`src/hw/rtl/updown_compressor_band_core_macros.svh`:
```
// ---------------------------------------------------------------------------
// Assertion macros for the up/down compressor band core
// Concurrent checks clocked on i_clk and held off while i_rst_n is low.
// ---------------------------------------------------------------------------
`ifndef UPDOWN_COMPRESSOR_BAND_CORE_MACROS_SVH
`define UPDOWN_COMPRESSOR_BAND_CORE_MACROS_SVH
`ifndef NO_ASSERTIONS
// Same-cycle implication
`define UCB_ASSERT_NOW(lbl, ante, cons, msg) \
    lbl: assert property (@(posedge i_clk) disable iff (!i_rst_n) (ante) |-> (cons)) \
        else $error(msg);
// Next-cycle implication
`define UCB_ASSERT_NEXT(lbl, ante, cons, msg) \
    lbl: assert property (@(posedge i_clk) disable iff (!i_rst_n) (ante) |=> (cons)) \
        else $error(msg);
`else
`define UCB_ASSERT_NOW(lbl, ante, cons, msg)
`define UCB_ASSERT_NEXT(lbl, ante, cons, msg)
`endif
`endif

```
`src/hw/rtl/ucb_pkg.sv`:
```
// ---------------------------------------------------------------------------
// ucb_pkg
// Shared types, constants and the 2^(2^-k) root table for the band core.
// ---------------------------------------------------------------------------
package ucb_pkg;

    // Channel configuration
    localparam int CHANNELS = 2;
    localparam int ACTIVE   = (CHANNELS < 2) ? CHANNELS : 2;

    // Register indexes
    localparam logic [2:0] CFG_ATTACK  = 3'd0;
    localparam logic [2:0] CFG_RELEASE = 3'd1;
    localparam logic [2:0] CFG_LINK    = 3'd2;
    localparam logic [2:0] CFG_DRIVE   = 3'd3;
    localparam logic [2:0] CFG_BALANCE = 3'd4;
    localparam logic [2:0] CFG_TRIM    = 3'd5;

    // Register reset values
    localparam logic [15:0] RST_ATTACK  = 16'd64685;
    localparam logic [15:0] RST_RELEASE = 16'd65530;
    localparam logic [16:0] RST_LINK    = 17'd55706;
    localparam logic [15:0] RST_DRIVE   = 16'd15565;
    localparam logic [16:0] RST_BALANCE = 17'd32768;
    localparam logic [12:0] RST_TRIM    = 13'd0;

    typedef struct packed {
        logic [15:0] att_coeff;
        logic [15:0] rel_coeff;
        logic [16:0] link_amt;
        logic [15:0] drive;
        logic [16:0] balance;
        logic [12:0] trim;
    } t_cfg;

    // Datapath commands
    typedef enum logic [4:0] {
        OP_NOP, OP_LOAD, OP_BTERM, OP_TDN, OP_TUP, OP_SDN, OP_SUP,
        OP_SQ, OP_F1, OP_F2, OP_SQI, OP_SQS, OP_STA, OP_BL1, OP_BL2,
        OP_LGI, OP_LGN, OP_LGM, OP_LGS, OP_LEV, OP_DIV, OP_GAIN, OP_TOT,
        OP_AM, OP_EXP, OP_OUT1, OP_OUT2, OP_EMIT
    } t_op;

    typedef struct packed {
        t_op        op;
        logic [1:0] sel;   // 0: linked envelope, 1..ACTIVE: channel sel-1
        logic [4:0] cnt;   // iteration index
    } t_cmd;

    typedef struct packed {
        logic norm_top;
        logic out_full;
        logic out_take;
    } t_stat;

    typedef logic [30:0] t_root_arr [16];

    // Floor square root, evaluated at elaboration only
    function automatic logic [31:0] isqrt_c(input logic [63:0] v);
        logic [35:0] rem;
        logic [35:0] trial;
        logic [31:0] root;
        rem  = '0;
        root = '0;
        for (int i = 31; i >= 0; i--) begin
            rem   = {rem[33:0], v[2*i +: 2]};
            trial = {2'b00, root, 2'b01};
            if (rem >= trial) begin
                rem  = rem - trial;
                root = {root[30:0], 1'b1};
            end else begin
                root = {root[30:0], 1'b0};
            end
        end
        return root;
    endfunction

    // Entry j holds the Q1.30 root 2^(2^-(16-j)) by repeated square roots
    function automatic t_root_arr build_roots();
        t_root_arr   t;
        logic [63:0] r;
        r = 64'd1 << 31;
        for (int k = 1; k <= 16; k++) begin
            r = {32'd0, isqrt_c(r << 30)};
            t[16-k] = r[30:0];
        end
        return t;
    endfunction

    localparam t_root_arr ROOT_TBL = build_roots();

endpackage

```
`src/hw/rtl/ucb_ctrl.sv`:
```
// ---------------------------------------------------------------------------
// ucb_ctrl
// Sequencer: steps the datapath through one frame and hands off the result.
// ---------------------------------------------------------------------------
`include "updown_compressor_band_core_macros.svh"
module ucb_ctrl (
    input  logic          i_clk,
    input  logic          i_rst_n,
    input  logic          i_in_valid,
    output logic          o_in_ready,
    input  ucb_pkg::t_stat i_stat,
    output ucb_pkg::t_cmd  o_cmd
);
    import ucb_pkg::*;

    typedef enum logic [22:0] {
        S_IDLE = 23'd1 << 0,  S_PRE  = 23'd1 << 1,  S_SQ   = 23'd1 << 2,
        S_F1   = 23'd1 << 3,  S_F2   = 23'd1 << 4,  S_SQI  = 23'd1 << 5,
        S_SQS  = 23'd1 << 6,  S_STA  = 23'd1 << 7,  S_BL1  = 23'd1 << 8,
        S_BL2  = 23'd1 << 9,  S_LGI  = 23'd1 << 10, S_LGN  = 23'd1 << 11,
        S_LGM  = 23'd1 << 12, S_LGS  = 23'd1 << 13, S_LEV  = 23'd1 << 14,
        S_DIV  = 23'd1 << 15, S_GAIN = 23'd1 << 16, S_TOT  = 23'd1 << 17,
        S_AM   = 23'd1 << 18, S_EXP  = 23'd1 << 19, S_OUT1 = 23'd1 << 20,
        S_OUT2 = 23'd1 << 21, S_EMIT = 23'd1 << 22
    } t_state;

    t_state     r_state, n_state;
    logic [1:0] r_sel, n_sel;
    logic [4:0] r_cnt, n_cnt;
    t_op        w_op;

    assign o_in_ready = (r_state == S_IDLE);
    assign o_cmd      = '{op: w_op, sel: r_sel, cnt: r_cnt};

    // Next state and command
    always_comb begin
        n_state = r_state;
        n_sel   = r_sel;
        n_cnt   = r_cnt;
        w_op    = OP_NOP;
        unique case (r_state)
            S_IDLE: begin
                if (i_in_valid) begin
                    w_op    = OP_LOAD;
                    n_state = S_PRE;
                    n_cnt   = 5'd0;
                end
            end
            S_PRE: begin
                case (r_cnt[2:0])
                    3'd0:    w_op = OP_BTERM;
                    3'd1:    w_op = OP_TDN;
                    3'd2:    w_op = OP_TUP;
                    3'd3:    w_op = OP_SDN;
                    default: w_op = OP_SUP;
                endcase
                if (r_cnt == 5'd4) begin
                    n_state = S_SQ;
                    n_sel   = 2'd0;
                end else begin
                    n_cnt = r_cnt + 5'd1;
                end
            end
            S_SQ: begin
                w_op    = OP_SQ;
                n_state = S_F1;
            end
            S_F1: begin
                w_op    = OP_F1;
                n_state = S_F2;
            end
            S_F2: begin
                w_op    = OP_F2;
                n_state = S_SQI;
            end
            S_SQI: begin
                w_op    = OP_SQI;
                n_state = S_SQS;
                n_cnt   = 5'd31;
            end
            S_SQS: begin
                w_op  = OP_SQS;
                n_cnt = r_cnt - 5'd1;
                if (r_cnt == 5'd0) n_state = S_STA;
            end
            S_STA: begin
                w_op = OP_STA;
                if (r_sel == 2'd0) begin
                    n_sel   = 2'd1;
                    n_state = S_SQ;
                end else begin
                    n_state = S_BL1;
                end
            end
            S_BL1: begin
                w_op    = OP_BL1;
                n_state = S_BL2;
            end
            S_BL2: begin
                w_op    = OP_BL2;
                n_state = S_LGI;
            end
            S_LGI: begin
                w_op    = OP_LGI;
                n_state = S_LGN;
            end
            S_LGN: begin
                w_op = OP_LGN;
                if (i_stat.norm_top) n_state = S_LGM;
            end
            S_LGM: begin
                w_op    = OP_LGM;
                n_state = S_LGS;
                n_cnt   = 5'd15;
            end
            S_LGS: begin
                w_op  = OP_LGS;
                n_cnt = r_cnt - 5'd1;
                if (r_cnt == 5'd0) n_state = S_LEV;
            end
            S_LEV: begin
                w_op    = OP_LEV;
                n_state = S_DIV;
            end
            S_DIV: begin
                w_op    = OP_DIV;
                n_state = S_GAIN;
            end
            S_GAIN: begin
                w_op    = OP_GAIN;
                n_state = S_TOT;
            end
            S_TOT: begin
                w_op    = OP_TOT;
                n_state = S_AM;
            end
            S_AM: begin
                w_op    = OP_AM;
                n_state = S_EXP;
                n_cnt   = 5'd15;
            end
            S_EXP: begin
                w_op  = OP_EXP;
                n_cnt = r_cnt - 5'd1;
                if (r_cnt == 5'd0) n_state = S_OUT1;
            end
            S_OUT1: begin
                w_op    = OP_OUT1;
                n_state = S_OUT2;
            end
            S_OUT2: begin
                w_op = OP_OUT2;
                if (r_sel == 2'(ACTIVE)) begin
                    n_state = S_EMIT;
                end else begin
                    n_sel   = r_sel + 2'd1;
                    n_state = S_SQ;
                end
            end
            S_EMIT: begin
                if (!i_stat.out_full || i_stat.out_take) begin
                    w_op    = OP_EMIT;
                    n_state = S_IDLE;
                end
            end
            default: n_state = S_IDLE;
        endcase
    end

    // State registers
    always_ff @(posedge i_clk) begin
        if (!i_rst_n) begin
            r_state <= S_IDLE;
            r_sel   <= 2'd0;
            r_cnt   <= 5'd0;
        end else begin
            r_state <= n_state;
            r_sel   <= n_sel;
            r_cnt   <= n_cnt;
        end
    end

    `UCB_ASSERT_NEXT(a_accept_starts, r_state == S_IDLE && i_in_valid, r_state == S_PRE && r_cnt == 5'd0, "accepted frame did not start the sequence")
    `UCB_ASSERT_NEXT(a_sqrt_len, r_state == S_SQS && r_cnt == 5'd0, r_state == S_STA, "square root did not finish after its last step")
    `UCB_ASSERT_NOW(a_emit_free, w_op == OP_EMIT, !i_stat.out_full || i_stat.out_take, "result overwrote an untaken transfer")

endmodule

```
`config.mk`:
```
export PLATFORM = sky130hd
export DESIGN_NAME = ucb_ctrl
export DESIGN_NICKNAME = d
export VERILOG_FILES = /design/src/hw/rtl/ucb_pkg.sv /design/src/hw/rtl/ucb_ctrl.sv
export VERILOG_INCLUDE_DIRS = /design/src /design/src/hw/rtl
export SDC_FILE = /design/constraint.sdc
export NUM_CORES = 1
export LEC_CHECK = 0
export ABC_AREA = 1
export CAP_MARGIN = 20
export CORE_MARGIN = 2
export CORE_UTILIZATION = 41
export CTS_CLUSTER_DIAMETER = 50
export DETAILED_ROUTE_END_ITERATION = 7
export DONT_BUFFER_PORTS = 1
export PLACE_DENSITY = 0.67
export SYNTH_ARGS = -nofsm -noshare
export SYNTH_HDL_FRONTEND = slang
export SYNTH_SLANG_ARGS = --single-unit
```
`constraint.sdc`:
```
create_clock -name i_clk -period 2.2 [get_ports i_clk]
set_input_delay 0 -clock i_clk [delete_from_list [all_inputs] [get_ports i_clk]]
set_output_delay 0 -clock i_clk [all_outputs]
set_load 0.03 [all_outputs]
```
# ---- Word-level counts from Yosys, hierarchy flattened
# Index checks and enable logic that the tools add are counted.
# Widths: inputs -> output; s select.
dict set report word_totals {
  mem_bits_ro 0
  reg_bits 30
  latch_bits 0
  output_inout_bits 13
  elab_cells 77
  ram_bits 0
  n_memories 0
}
dict set report classes {
  div_mod_pow 0
  shift 0
  mul 0
  bitwise_logic 0
  add_sub_neg 3
  reduce_logical 12
  eq_ne 38
  muxes 21
  n_lt_le_gt_ge 0
}
# cell count
set ops {}
lappend ops {{$pmux 23 s23} 1}
lappend ops {{$mux 23} 8}
lappend ops {{$pmux 5 s23} 1}
lappend ops {{$pmux 5 s5} 1}
lappend ops {{$eq 23x1->1 const B} 1}
lappend ops {{$eq 23x10->1 const B} 1}
lappend ops {{$eq 23x11->1 const B} 1}
lappend ops {{$eq 23x12->1 const B} 1}
lappend ops {{$eq 23x13->1 const B} 1}
lappend ops {{$eq 23x14->1 const B} 1}
lappend ops {{$eq 23x15->1 const B} 1}
lappend ops {{$eq 23x16->1 const B} 1}
lappend ops {{$eq 23x17->1 const B} 1}
lappend ops {{$eq 23x18->1 const B} 1}
lappend ops {{$eq 23x19->1 const B} 1}
lappend ops {{$eq 23x2->1 const B} 1}
lappend ops {{$eq 23x20->1 const B} 1}
lappend ops {{$eq 23x21->1 const B} 1}
lappend ops {{$eq 23x22->1 const B} 1}
lappend ops {{$eq 23x23->1 const B} 1}
lappend ops {{$eq 23x3->1 const B} 1}
lappend ops {{$eq 23x4->1 const B} 1}
lappend ops {{$eq 23x5->1 const B} 1}
lappend ops {{$eq 23x6->1 const B} 1}
lappend ops {{other kinds (29)} 43}

# ---- Logic depth before layout (Yosys ltp)
# Gate-level depths: netlist of the first run.
dict set report depth {
  word_depth 4
  ltp_mapped 16
  ltp_nobuf 16
}

# ---- Least setup slack after synthesis of the first run
# OpenSTA, ideal clock, no wires.
dict set report synth_timing {
  kind {register to register}
  start {register r_state[8]}
  end {register r_cnt[4]}
  arrival_time_ns 2.152
  stages_incl_launch_ff 16
  setup_slack_ns -0.016
  path_buffers 0
  required_time_ns 2.136
  cell_sequence {dfxtp_1 nor2_2 nand2_2 nor2_8 nand2_2 nor2_4 nand2_1 nand3_2 ha_1 a21oi_1 nand2_1 xor2_1 or2_0 nand3b_1 nor2_1 nor2_1}
}
dict set report synth_via {
  elab_chain_cells 4
  word_cells_on_any_way 15
  cone_classes {10 x eq/ne; 1 x mux; 4 x reduce/logical}
}
# element line
set synth_lines {}
lappend synth_lines {{from (decl)} ucb_ctrl.sv:27} ;# t_state r_state, n_state;
lappend synth_lines {{from (signal assigned)} ucb_ctrl.sv:177} ;# r_state <= n_state;
lappend synth_lines {{$eq 23x20->1, or another cell as far along} ucb_ctrl.sv:41} ;# unique case (r_state)
lappend synth_lines {{$reduce_or 3->1 (no source line) or $reduce_or 2->1 (tied branches)} n/a}
lappend synth_lines {{$reduce_bool 5->1 (no source line)} n/a}
lappend synth_lines {{$reduce_and 3->1 (no source line)} n/a}
lappend synth_lines {{to (signal assigned)} ucb_ctrl.sv:179} ;# r_cnt <= n_cnt;
lappend synth_lines {{to (decl)} ucb_ctrl.sv:29} ;# logic [4:0] r_cnt, n_cnt;
# Several ways; a longest one is shown, not always the timed one.
# A chain may end at the register's enable or synchronous reset.

# ---- Worst setup path after layout of the first run
dict set report layout_timing {
  start {register r_state[10]}
  end {register r_cnt[4]}
}
# The elaborated chain is that of the path after synthesis.

==> results of run 1 <==
## flip-flops by register name (all words and copies together), names as in the netlist
| name | flops |
|---|---|
| r_state | 23 |
| r_cnt | 5 |
| r_sel | 2 |
## synthesized netlist by cell type (2+ instances only)
library cell / n
sky130_fd_sc_hd__nand2_1: 80
sky130_fd_sc_hd__nor2_1: 68
sky130_fd_sc_hd__inv_1: 65
sky130_fd_sc_hd__nand3_1: 40
sky130_fd_sc_hd__dfxtp_1: 30
sky130_fd_sc_hd__nand3b_1: 12
sky130_fd_sc_hd__nand4_1: 11
sky130_fd_sc_hd__o21ai_0: 10
sky130_fd_sc_hd__nor2_2: 7
sky130_fd_sc_hd__nor3_1: 7
sky130_fd_sc_hd__a21oi_1: 5
sky130_fd_sc_hd__ha_1: 5
sky130_fd_sc_hd__nand2_2: 5
sky130_fd_sc_hd__nor2_4: 5
sky130_fd_sc_hd__buf_6: 3
sky130_fd_sc_hd__nand2_4: 3
sky130_fd_sc_hd__nand3_2: 3
sky130_fd_sc_hd__nor4_1: 2
sky130_fd_sc_hd__or2_2: 2
sky130_fd_sc_hd__xor2_1: 2
## what timing repair did
action                     4_1_cts  5_1_grt
cloned                           0        0
hold buffers                     1        0
buffers inserted                 0       11
hold endpoints to repair        30        0
setup endpoints to repair        1        7
pin swaps                        1       19
resized for setup               11       20
## per-layer routing
metal  up-vias  wire, um
li1       1257         -
met1      1080      2840
met2        86      3020
met3        18       361
met4         0       178
met5         -         0
## critical path: stages, from the launching register on
cell and delay [ps]:
sky130_fd_sc_hd__dfxtp_4 350, sky130_fd_sc_hd__nor2_4 160, sky130_fd_sc_hd__nand2_4 100, sky130_fd_sc_hd__nor2_8 150
sky130_fd_sc_hd__nand2_4 70, sky130_fd_sc_hd__nor2_4 110, sky130_fd_sc_hd__nand2_2 70, sky130_fd_sc_hd__nand3_4 130
sky130_fd_sc_hd__ha_4 230, sky130_fd_sc_hd__a21oi_2 120, sky130_fd_sc_hd__nand2_1 80, sky130_fd_sc_hd__xor2_1 140
sky130_fd_sc_hd__or2_0 200, sky130_fd_sc_hd__nand3b_1 90, sky130_fd_sc_hd__nor2_1 40, sky130_fd_sc_hd__nor2_1 100
## power groups by stage
stage / combinational, mW / clock (mW) / sequential (mW)
2_1_floorplan: 1.44 / 0 / 0.748
5_1_grt: 2.34 / 0.465 / 0.760
3_5_place_dp: 1.87 / 0 / 0.751
6_report: 2.11 / 0.425 / 0.749
4_1_cts: 1.93 / 0.435 / 0.748
3_3_place_gp: 1.86 / 0 / 0.752
## layout make-up
type / instances / area (sq um)
fillers: 563 / 2620
flip-flops and latches: 30 / 606
inverters: 67 / 254
repair buffers: 40 / 307
clock buffers: 7 / 76.3
multi-input cells: 273 / 1520
well taps: 72 / 90.1
## path summary, 6_finish.rpt
path | to | slack (ps) | cells past startpoint
max | r_cnt[4]$_SDFFE_PN0P_ | -7 | 15
min | r_state[0]$_SDFFE_PN1P_ | 30 | 3
min reg2reg | r_state[13]$_SDFFE_PN0P_ | 580 | 4
max reg2reg | r_cnt[4]$_SDFFE_PN0P_ | -7 | 15
## through the flow
| step | util | setup TNS [ps] | std cells | power (mW) | area (sq um) |
|---|---|---|---|---|---|
| floorplan | - | 0 | 376 | 2.19 | 2310 |
| global placement | 0.466 | 0 | 469 | 2.61 | 2550 |
| detailed placement | 0.466 | -64.8 | 469 | 2.62 | 2550 |
| CTS | 0.492 | 0 | 477 | 3.11 | 2690 |
| global route | 0.521 | -294 | 489 | 3.57 | 2850 |
| finish | 0.521 | -7.13 | 489 | 3.29 | 2850 |
## cells in the final DEF, fill, tap and decap left out, types with 2 or more instances in the layout
cell / netlist / routed
sky130_fd_sc_hd__xor2_1: 2 / 2
sky130_fd_sc_hd__or2_2: 2 / 2
sky130_fd_sc_hd__nand2_1: 80 / 74
sky130_fd_sc_hd__nor2_1: 68 / 61
sky130_fd_sc_hd__a21oi_1: 5 / 4
sky130_fd_sc_hd__nor3_1: 7 / 7
sky130_fd_sc_hd__nor2_4: 5 / 7
sky130_fd_sc_hd__ha_1: 5 / 3
sky130_fd_sc_hd__inv_2: 1 / 2
sky130_fd_sc_hd__o21ai_0: 10 / 9
sky130_fd_sc_hd__nand2_4: 3 / 5
sky130_fd_sc_hd__nor2_2: 7 / 12
sky130_fd_sc_hd__nand3_1: 40 / 36
sky130_fd_sc_hd__buf_4: 0 / 38
sky130_fd_sc_hd__dfxtp_1: 30 / 28
sky130_fd_sc_hd__nand3_2: 3 / 6
sky130_fd_sc_hd__nand4_1: 11 / 11
sky130_fd_sc_hd__nand3b_1: 12 / 12
sky130_fd_sc_hd__inv_1: 65 / 64
sky130_fd_sc_hd__clkbuf_1: 1 / 2
sky130_fd_sc_hd__nand2_2: 5 / 9
sky130_fd_sc_hd__ha_4: 0 / 2
sky130_fd_sc_hd__clkbuf_8: 0 / 5
## cell families (layout without fill, tap and decap cells)
group           count (synthesis)  after routing
compound gates                 16             16
fa+ha+maj                       6              6
simple gates                  248            248
flops                          30             30
buf+inv                        73            114
xor+xnor                        3              3
==> summary by stage, run 1 <==
Critical path
The worst setup path is of the reg2reg kind. STA classifies the critical path endpoint as a register. STA puts the critical path data required time at 2430 ps. For the worst setup path, the data arrival time is 2440 ps. The startpoint kind of the worst setup timing path is a register. The maximum fanout along the worst path is 5. The critical path startpoint is r_state[10]$_SDFFE_PN0P_. The worst register-to-register path begins at r_state[10]$_SDFFE_PN0P_.

Logic synthesis
The synthesized-area fraction occupied by ao, oa, aoi and oai cells is 0.0365. Counting distinct cell types in the post-synthesis netlist gives 31. The warning count from the yosys run is 0. A synthesized cell averages 6.11 sq um. After synthesis, the largest family of logic cells by area is simple AND/OR/NAND/NOR gates. The synthesized design contains 30 register bits. By area the synthesized netlist is led by sky130_fd_sc_hd__dfxtp_1 26%, sky130_fd_sc_hd__nand2_1 13%, sky130_fd_sc_hd__nor2_1 11%, sky130_fd_sc_hd__inv_1 11%, sky130_fd_sc_hd__nand3_1 8.7%. The post-synthesis net count is 388.

The area fraction in and, or, nand and nor cells after synthesis is 0.524. The share of the synthesized area in the top cell type is 0.262. The top cell type by total area after synthesis is sky130_fd_sc_hd__dfxtp_1. For this run, asynchronously set or reset flops after synthesis account for 0.

The dominant register cell in the synthesized netlist is sky130_fd_sc_hd__dfxtp_1. The mux cell area share after synthesis is 0. The fraction of synthesized cell area in xor and xnor cells is 0.0114. The post-synthesis cell area is 2300 sq um. After technology mapping, the gate count stands at 376. Yosys mapped a number of flops with a built-in enable equal to 0. Of the total synthesized cell area, the portion taken by full adders, half adders and majority gates is 0.0360. For this run, the register share of the synthesized area comes to 0.262.

Timing
The portion of the clock cycle consumed by the worst path in the final layout is 1.00. The clock skew after layout is 5.16 ps. In the post-route analysis, the smallest setup slack over all paths is -7.13 ps. Setup repair after global routing could not meet its margin everywhere. At the pin with the least slew margin, the transition time is 547 ps. The final worst hold slack is 26.3 ps. The final max-slew violation count is 0. The smallest clock period supported by the final layout is computed as 2210 ps. The worst pin sits at a relative slew slack of 0.635. Setup violations remaining at the end of the flow were counted as 1. The number of hold violations in the final report is 0.

Timing would allow up to 453 MHz.

Global routing
In the global route stage, met2 resource usage came out at 0.345. After global routing, the most crowded layer is met2. The met3 usage is 0.0420. The number of global-route vias before repair was 2201. Entering global routing, the biggest net connects 29 pins. The total routing resource utilization after global routing is 0.210. In the global route stage, met1 resource usage came out at 0.270. The first global-routing pass estimated 10.2 mm of wire. The number of antenna violations at the first check in global routing came to 0. The total global routing overflow is 0.

Route
In this run the remaining antenna-violating nets after routing total 0. The detail-routed net length per standard cell is 13.1 um. The number of design-rule violations left by the first detailed-router iteration is 166. Using the TritonRoute via totals, the vias-per-cell ratio works out to 4.99. The total iterations of the first detailed-routing run is 5. Summed over all layers, the routed wires come to 6.40 mm. For this block, the via count after detailed routing is 2441. In the routed design, unresolved DRC markers number 0.

Clock tree
TritonCTS built the clock tree. The number of CTS-inserted buffers is 5. The worst-skew pair later-pin latency is 290 ps.

The count of H-tree levels built during CTS is 2. Clock tree synthesis selected as its root buffer the cell sky130_fd_sc_hd__clkbuf_8. After clock tree synthesis, the clock-pin slew on the worst setup and hold paths is 60 ps. The number of buffers between clock root and the deepest sink is 2. CTS saw 30 sinks.

Min path
The worst hold path belongs to the class in2reg. The startpoint of the tightest hold check path is i_in_valid.

Die
Row generation in the floorplan step produced 27 rows. The effective utilization at floorplan is 0.420. In this run the count of I/O pins placed on the die edge is 19.

The floorplan die area is 6210 sq um. The die span in x is 78.8 um. The die extent in y is 78.8 um. The floorplan core area is 5470 sq um.

Pwr
The analysis attributes to net switching a power of 1.68 mW. Dividing total power by cell area gives a power density of 1150 nW/um^2. The logic gate share of total power is 0.642. The internal power of the cells is 1.61 mW. Of the total power, the clock network draws 0.129. The share of total power dissipated in sequential elements is 0.228.

The worst-case vdd ir drop is 728 uV. Of the total power, the share spent switching nets is 0.510. The leakage component of the power is 1.61 nW.

Final layout
The area growth from synthesis to layout is 24.3%. Of the cells placed in the final design, the portion with a size suffix greater than 1 is 0.237. The number of inserted diodes is 0. The total number of nets in the final design is 429.

Place
Prior to clock tree synthesis, the placed netlist has a worst setup slack of -64.8 ps. At the end of routability-driven placement, the weighted congestion stood at 0.897. The count of input and output buffers is 0.

Detailed placement finished with a half-perimeter wire length of 4.62 mm.

Run status
The run finished, with violations left. The checks that failed: negative setup slack.

Job
The total of max-cap violations is 0.
Power figures use the tool's default switching activity.
==> inputs of run 2 (changes only) <==
--- a/config.mk
+++ b/config.mk
@@ -13,7 +13,8 @@
 export CTS_CLUSTER_DIAMETER = 50
 export DETAILED_ROUTE_END_ITERATION = 7
 export DONT_BUFFER_PORTS = 1
-export PLACE_DENSITY = 0.67
+export PLACE_DENSITY = 0.57
+export RECOVER_POWER = 100
 export SYNTH_ARGS = -nofsm -noshare
 export SYNTH_HDL_FRONTEND = slang
 export SYNTH_SLANG_ARGS = --single-unit
==> summary by stage, run 2 (synthesized netlist as in run 1, its figures left out) <==
Run status
Outcome: completed (was finished with violations).

Route
The detail-routed net length per standard cell is 13.0 um (was 13.1 um). The number of design-rule violations left by the first detailed-router iteration is 151 (was 166). The sum of routed wire length over all layers is 6.35 mm (was 6.40 mm). The number of vias in the routed layout is 2391 (was 2441). The final antenna-violating net count came to 0 (unchanged). The DRC violations left is 0 (unchanged).

The total iterations of the first detailed-routing run is 4 (was 5). The per-cell via count in the routed design is 4.90 (was 4.99).

Timing
RSZ-0062 raised after global routing: yes (unchanged). The final-layout setup total negative slack is 0 ps (was -7.13 ps). The final max-slew violation count was 0 (unchanged). The portion of the clock cycle consumed by the worst path in the final layout is 0.973 (was 1.00). The number of failing setup endpoints in the final timing report is 0 (was 1). The time the final worst path needs with I/O delays and setup is 2140 ps (was 2210 ps).

The clock skew after layout is 7.72 ps (was 5.16 ps). The number of hold violations in the final report is 0 (unchanged). The max-slew headroom at the worst pin was 0.624 (was 0.635). The slew at the pin closest to its max-slew limit came to 563 ps (was 547 ps).

The fmax was 467 MHz (was 453 MHz).

Critical path
The endpoint type of the worst setup path is a register (unchanged). The kind of critical path is reg2reg (unchanged). Chain of cells forming the critical path: nor2_4 > nand2_4 > nor2_8 > nand2_4 > nor2_4 > nand2_2 > nand3_4 > ha_4 > a21oi_2 > nand2_1 > xor2_1 > or2_0 > nand3b_1 > nor2_1 > nor2_1 (unchanged).

The required time of the critical path is 2430 ps (about the same). The worst stage delay on the critical path is 340 ps (was 350 ps). The slowest stage cell on the critical path was sky130_fd_sc_hd__dfxtp_2 (was sky130_fd_sc_hd__dfxtp_4). The maximum fanout along the worst path is 5 (unchanged). The reg-to-reg critical path startpoint was r_state[9]$_SDFFE_PN0P_ (was r_state[10]$_SDFFE_PN0P_). The startpoint kind of the worst setup timing path is a register (unchanged). The worst path arrival time came to 2370 ps (was 2440 ps). The number of cells on the worst reg-to-reg path is 15 (unchanged). The critical path startpoint is r_state[9]$_SDFFE_PN0P_ (was r_state[10]$_SDFFE_PN0P_).

Die
The floorplan core area is 5470 sq um (unchanged). The die span in x is 78.8 um (unchanged). The die extent in y is 78.8 um (unchanged). The floorplan die area is 6210 sq um (unchanged). The effective utilization at floorplan is 0.420 (unchanged). The standard-cell row count is 27 (unchanged). The top-level I/O count is 19 (unchanged).

Global routing
The wire length of the first global-routing pass is 10.6 mm (was 10.2 mm). The total global routing overflow is 0 (unchanged). The number of antenna violations at the first check in global routing is 0 (unchanged). The maximum number of pins on one net before global-route repair is 29 (unchanged).

The number of global-route vias before repair was 2252 (was 2201). The total routing resource utilization after global routing is 0.217 (was 0.210).

Final layout
The register containing the most flip-flops in the final layout is r_state (unchanged). The share of post-route cells with drive strength above 1 came to 0.243 (was 0.237). The number of inserted diodes is 0 (unchanged). The final design instance area without fill is 2860 sq um (was 2850 sq um). The total number of nets in the final design is 427 (was 429). The most common cell after layout, fill and taps aside is sky130_fd_sc_hd__nand2_1 (unchanged).

Largest registers in the final layout: r_state: 23 flops, r_cnt: 5 flops, r_sel: 2 flops (unchanged). Top library cells by usage in the layout, fill and taps aside: 73 x sky130_fd_sc_hd__nand2_1, 64 x sky130_fd_sc_hd__inv_1, 59 x sky130_fd_sc_hd__nor2_1 (was 74 x sky130_fd_sc_hd__nand2_1, 64 x sky130_fd_sc_hd__inv_1, 61 x sky130_fd_sc_hd__nor2_1). The number of filler cells placed in the layout is 604 (was 563).

The number of flip-flops under the largest register name is 23 (unchanged). The area overhead of the layout relative to synthesis was 24.4% (was 24.3%).

Clock tree
The root buffer cell is sky130_fd_sc_hd__clkbuf_8 (unchanged). The clock tree from TritonCTS is yes (unchanged). The count of H-tree levels built during CTS is 2 (unchanged). The number of CTS-inserted buffers came to 5 (unchanged). The sink count of the clock tree is 30 (unchanged). The clock transition time at the flip-flop clock pins of the worst setup and hold paths is 70 ps (was 60 ps). The worst-skew pair later-pin latency came to 290 ps (about the same). The number of buffers between clock root and the deepest sink came to 2 (unchanged).

Pwr
The power density over cell area is 1140 nW/um^2 (was 1150 nW/um^2). The clock group share of total power is 0.143 (was 0.129). The internal power of the cells is 1.61 mW (about the same). The worst-case vdd ir drop is 605 uV (was 728 uV). The leakage component of the power is 1.60 nW (was 1.61 nW). The share of total power in sequential cells is 0.231 (was 0.228). The total net switching power was 1.66 mW (was 1.68 mW). The logic gate share of total power is 0.626 (was 0.642). The switching power as a share of total power is 0.507 (was 0.510).

Min path
The type of the worst min-delay path is in2reg (unchanged). The startpoint of the tightest hold check path is i_in_valid (unchanged). The worst hold path depth was 3 (unchanged).

Place
The post-placement cell area is 2590 sq um (was 2550 sq um). The final estimated routing congestion in global placement was 0.929 (was 0.897). The detailed placer's ending HPWL came to 4.90 mm (was 4.62 mm). The count of input and output buffers was 0 (unchanged).

Job
The total of max-cap violations is 0 (unchanged).
-- run 2: per-stage QoR --
stage	hold slack [ps]	total power, mW	worst slack, ps	std cells	utilization
after global placement	125	2.65	13.3	474	0.473
after detailed placement	128	2.67	-47.5	474	0.473
after CTS	20.1	3.21	15.6	485	0.502
after global routing	77.0	3.59	-69.3	488	0.522
after floorplan	250	2.19	2.53	376	-
final	17.3	3.26	59.7	488	0.522
-- run 2: repair_timing --
| action | CTS | global route |
|---|---|---|
| setup endpoints to repair | 2 | 12 |
| hold buffers | 1 | 0 |
| pin swaps | 3 | 14 |
| hold endpoints to repair | 30 | 0 |
| setup buffers | 2 | 2 |
| resized for setup | 10 | 24 |
-- run 2: final timing paths --
check	to	slack, ps
hold reg to reg	r_state[22]$_SDFFE_PN0P_	560
setup / recovery	r_cnt[4]$_SDFFE_PN0P_	60
setup reg to reg	r_cnt[4]$_SDFFE_PN0P_	60
hold / removal	r_state[0]$_SDFFE_PN1P_	20
-- run 2: final cells by class --
class / count / area, sq um / share of cell area
clock buffers: 7 / 86.3 / 0.0302
clock inverters: 1 / 5.00 / 0.00175
inverters: 67 / 254 / 0.0890
multi-input cells: 273 / 1510 / 0.530
flip-flops and latches: 30 / 607 / 0.213
well taps: 72 / 90.1 / 0.0316
repair buffers: 38 / 300 / 0.105
-- run 2: critical path: cells and delay by family, from the launching register on --
| kind | cells | cell delay [ps] |
|---|---|---|
| and+or+nand+nor | 12 | 1250 |
| DFF | 1 | 340 |
| adders and majority gates | 1 | 230 |
| xor gates and xnor gates | 1 | 140 |
| AOI/OAI and AO/OA | 1 | 110 |
-- run 2: layer usage --
| metal | GRT usage | up-vias | share of wire |
|---|---|---|---|
| li1 | - | 1253 | - |
| met2 | 0.352 | 63 | 0.47 |
| met4 | 0.0741 | 0 | 0.018 |
| met1 | 0.288 | 1063 | 0.46 |
| met5 | 0 | - | 0 |
| met3 | 0.0432 | 12 | 0.045 |
-- run 2: power groups by stage --
stage | Combinational (mW) | Sequential [mW] | Clock (mW)
floorplan | 1.44 | 0.748 | 0
global placement | 1.90 | 0.752 | 0
detailed placement | 1.92 | 0.752 | 0
CTS | 1.97 | 0.745 | 0.488
global route | 2.31 | 0.763 | 0.515
finish | 2.04 | 0.752 | 0.467
==> inputs of run 3 (changes only) <==
==> constraint.sdc (replaced) <==
create_clock -name i_clk -period 1.9 [get_ports i_clk]
set_input_delay 0 -clock i_clk [delete_from_list [all_inputs] [get_ports i_clk]]
set_output_delay 0 -clock i_clk [all_outputs]
set_load 0.03 [all_outputs]
==> summary by stage, run 3 (synthesized netlist as in run 1, its figures left out) <==
Run status
Outcome: finished with violations (was completed). The final reports fail on negative hold slack, negative setup slack.

Clock tree
The count of H-tree levels built during CTS is 2 (unchanged). The worst-skew pair later-pin latency is 290 ps (about the same). The clock transition time at the flip-flop clock pins of the worst setup and hold paths was 70 ps (about the same). The sink count of the clock tree was 30 (unchanged). The clock tree from TritonCTS is yes (unchanged). The root buffer cell is sky130_fd_sc_hd__clkbuf_8 (unchanged).

The number of buffers between clock root and the deepest sink was 2 (unchanged). The number of CTS-inserted buffers is 5 (unchanged).

Route
The total met2 wirelength after detailed routing is 3.86 mm (was 3.01 mm). The per-cell via count in the routed design is 4.96 (was 4.90). The detail-routed net length per standard cell is 14.1 um (was 13.0 um). The uppermost layer routed was met4 (unchanged). The DRC violations left is 0 (unchanged). The total iterations of the first detailed-routing run is 4 (unchanged). The number of design-rule violations left by the first detailed-router iteration is 105 (was 151).

The number of vias in the routed layout is 2674 (was 2391). The total routed wire length on the met1 layer is 3.33 mm (was 2.94 mm). The final antenna-violating net count is 0 (unchanged).

The sum of routed wire length over all layers was 7.62 mm (was 6.35 mm). The met3 layer wire length in the routed design was 290 um (was 284 um).

Final layout
The number of flip-flops under the largest register name is 23 (unchanged). The final design instance area without fill is 3740 sq um (was 2860 sq um). The core utilization of the finished layout is 0.683 (was 0.522). The area overhead of the layout relative to synthesis is 62.8% (was 24.4%).

The share of post-route cells with drive strength above 1 is 0.467 (was 0.243). Top library cells by usage in the layout, fill and taps aside: 64 x sky130_fd_sc_hd__buf_4, 61 x sky130_fd_sc_hd__nand2_1, 57 x sky130_fd_sc_hd__inv_1 (was 73 x sky130_fd_sc_hd__nand2_1, 64 x sky130_fd_sc_hd__inv_1, 59 x sky130_fd_sc_hd__nor2_1). The register containing the most flip-flops in the final layout is r_state (unchanged). The total number of nets in the final design is 478 (was 427). Largest registers in the final layout: r_state: 23 flops, r_cnt: 5 flops, r_sel: 2 flops (unchanged). The non-filler instance count after layout was 539 (was 488). The number of filler cells placed in the layout came to 455 (was 604). The number of inserted diodes came to 0 (unchanged).

The most common cell after layout, fill and taps aside is sky130_fd_sc_hd__buf_4 (was sky130_fd_sc_hd__nand2_1).

Timing
The final max-slew violation count came to 0 (unchanged). The fmax came to 483 MHz (was 467 MHz). The final-layout setup total negative slack is -1160 ps (was 0 ps). The number of failing setup endpoints in the final timing report was 28 (was 0). The portion of the clock cycle consumed by the worst path in the final layout is 1.09 (was 0.973). The slew at the pin closest to its max-slew limit is 528 ps (was 563 ps).

The number of hold violations in the final report is 3 (was 0). The final worst-path setup slack is -169 ps (was 59.7 ps). The time the final worst path needs with I/O delays and setup is 2070 ps (was 2140 ps). RSZ-0062 raised after global routing: yes (unchanged). The final worst hold slack is -15.2 ps (was 17.3 ps). The clock skew after layout was 6.82 ps (was 7.72 ps). The max-slew headroom at the worst pin is 0.648 (was 0.624).

Pwr
The worst-case vdd ir drop is 869 uV (was 605 uV). The leakage component of the power is 1.99 nW (was 1.60 nW). The overall power consumption was 5.09 mW (was 3.26 mW).

The power density over cell area is 1360 nW/um^2 (was 1140 nW/um^2).

Global routing
The maximum number of pins on one net before global-route repair is 29 (unchanged). The number of antenna violations at the first check in global routing is 0 (unchanged). The wire length of the first global-routing pass is 11.5 mm (was 10.6 mm). The total routing resource utilization after global routing came to 0.235 (was 0.217). The number of global-route vias before repair is 2531 (was 2252).

The total global routing overflow came to 0 (unchanged).

Die
The die span in x came to 78.8 um (unchanged). The effective utilization at floorplan is 0.420 (unchanged). The floorplan die area was 6210 sq um (unchanged). The die extent in y is 78.8 um (unchanged).

The standard-cell row count is 27 (unchanged). The floorplan core area is 5470 sq um (unchanged). The top-level I/O count was 19 (unchanged).

Place
The detailed placer's ending HPWL came to 5.13 mm (was 4.90 mm). The post-placement cell area was 2950 sq um (was 2590 sq um). The final estimated routing congestion in global placement is 0.897 (was 0.929). The setup slack after placement is -205 ps (was -47.5 ps). The placed instance count was 507 (was 474).

The count of input and output buffers came to 0 (unchanged).

Min path
The type of the worst min-delay path is in2reg (unchanged).

Job
The total of max-cap violations came to 0 (unchanged).

Critical path
The endpoint type of the worst setup path is a register (unchanged). The worst path arrival time is 2250 ps (was 2370 ps). The startpoint kind of the worst setup timing path is a register (unchanged).

The maximum fanout along the worst path is 5 (unchanged). The required time of the critical path is 2080 ps (was 2430 ps). The kind of critical path is reg2reg (unchanged).
[run 3: cell type report]
type,instances,area [sq um],share of cell area
Inverter,67,274,0.0733
Sequential cell,30,629,0.168
Timing Repair inverter,1,8.76,0.00234
Clock inverter,1,5.00,0.00134
Timing Repair Buffer,87,737,0.197
Clock buffer,7,86.3,0.0231
Multi-Input combinational cell,274,1910,0.510
Tap cell,72,90.1,0.0241
[run 3: routing by layer]
| metal | track usage | up-vias |
|---|---|---|
| met4 | 0.0759 | 0 |
| met1 | 0.294 | 1236 |
| met5 | 0 | - |
| met2 | 0.414 | 57 |
| met3 | 0.0375 | 15 |
| li1 | - | 1366 |
[run 3: path summary, 6_finish.rpt]
| kind | start | end | slack, ps | cells after the start |
|---|---|---|---|---|
| max reg2reg | r_state[13]$_SDFFE_PN0P_ | r_cnt[4]$_SDFFE_PN0P_ | -170 | 15 |
| max | r_state[13]$_SDFFE_PN0P_ | r_cnt[4]$_SDFFE_PN0P_ | -170 | 15 |
| min | i_rst_n | r_state[19]$_SDFFE_PN0P_ | -20 | 3 |
| min reg2reg | r_sel[1]$_SDFFE_PN0P_ | r_sel[1]$_SDFFE_PN0P_ | 550 | 2 |
[run 3: power by group]
| part | switching [mW] | leakage, nW | total [mW] | internal [mW] |
|---|---|---|---|---|
| clock network | 0.254 | 0.0482 | 0.546 | 0.292 |
| logic | 2.13 | 1.68 | 3.72 | 1.59 |
| registers | 0.0922 | 0.254 | 0.828 | 0.736 |
| total | 2.47 | 1.99 | 5.09 | 2.61 |
[run 3: timing repair]
action                     in CTS  in global routing
pin swaps                      34                 37
gates resized for setup        66                 87
setup endpoints to repair      13                 33
gates cloned                    0                  2
setup buffers                  16                  8
hold buffers                    1                  1
hold endpoints to repair       30                 27
[run 3: worst max-delay path, cell delays in order, from the launching register on]
cell and delay (ps):
sky130_fd_sc_hd__dfxtp_2 340, sky130_fd_sc_hd__nor2_4 140, sky130_fd_sc_hd__nand2_4 80, sky130_fd_sc_hd__nor2_8 160
sky130_fd_sc_hd__nand2_4 70, sky130_fd_sc_hd__nor2_4 100, sky130_fd_sc_hd__nand2_2 70, sky130_fd_sc_hd__nand3_4 100
sky130_fd_sc_hd__ha_4 220, sky130_fd_sc_hd__a21oi_2 100, sky130_fd_sc_hd__nand2_1 70, sky130_fd_sc_hd__xor2_1 150
sky130_fd_sc_hd__or2_0 120, sky130_fd_sc_hd__nand3b_1 80, sky130_fd_sc_hd__nor2_1 100, sky130_fd_sc_hd__nor2_1 40
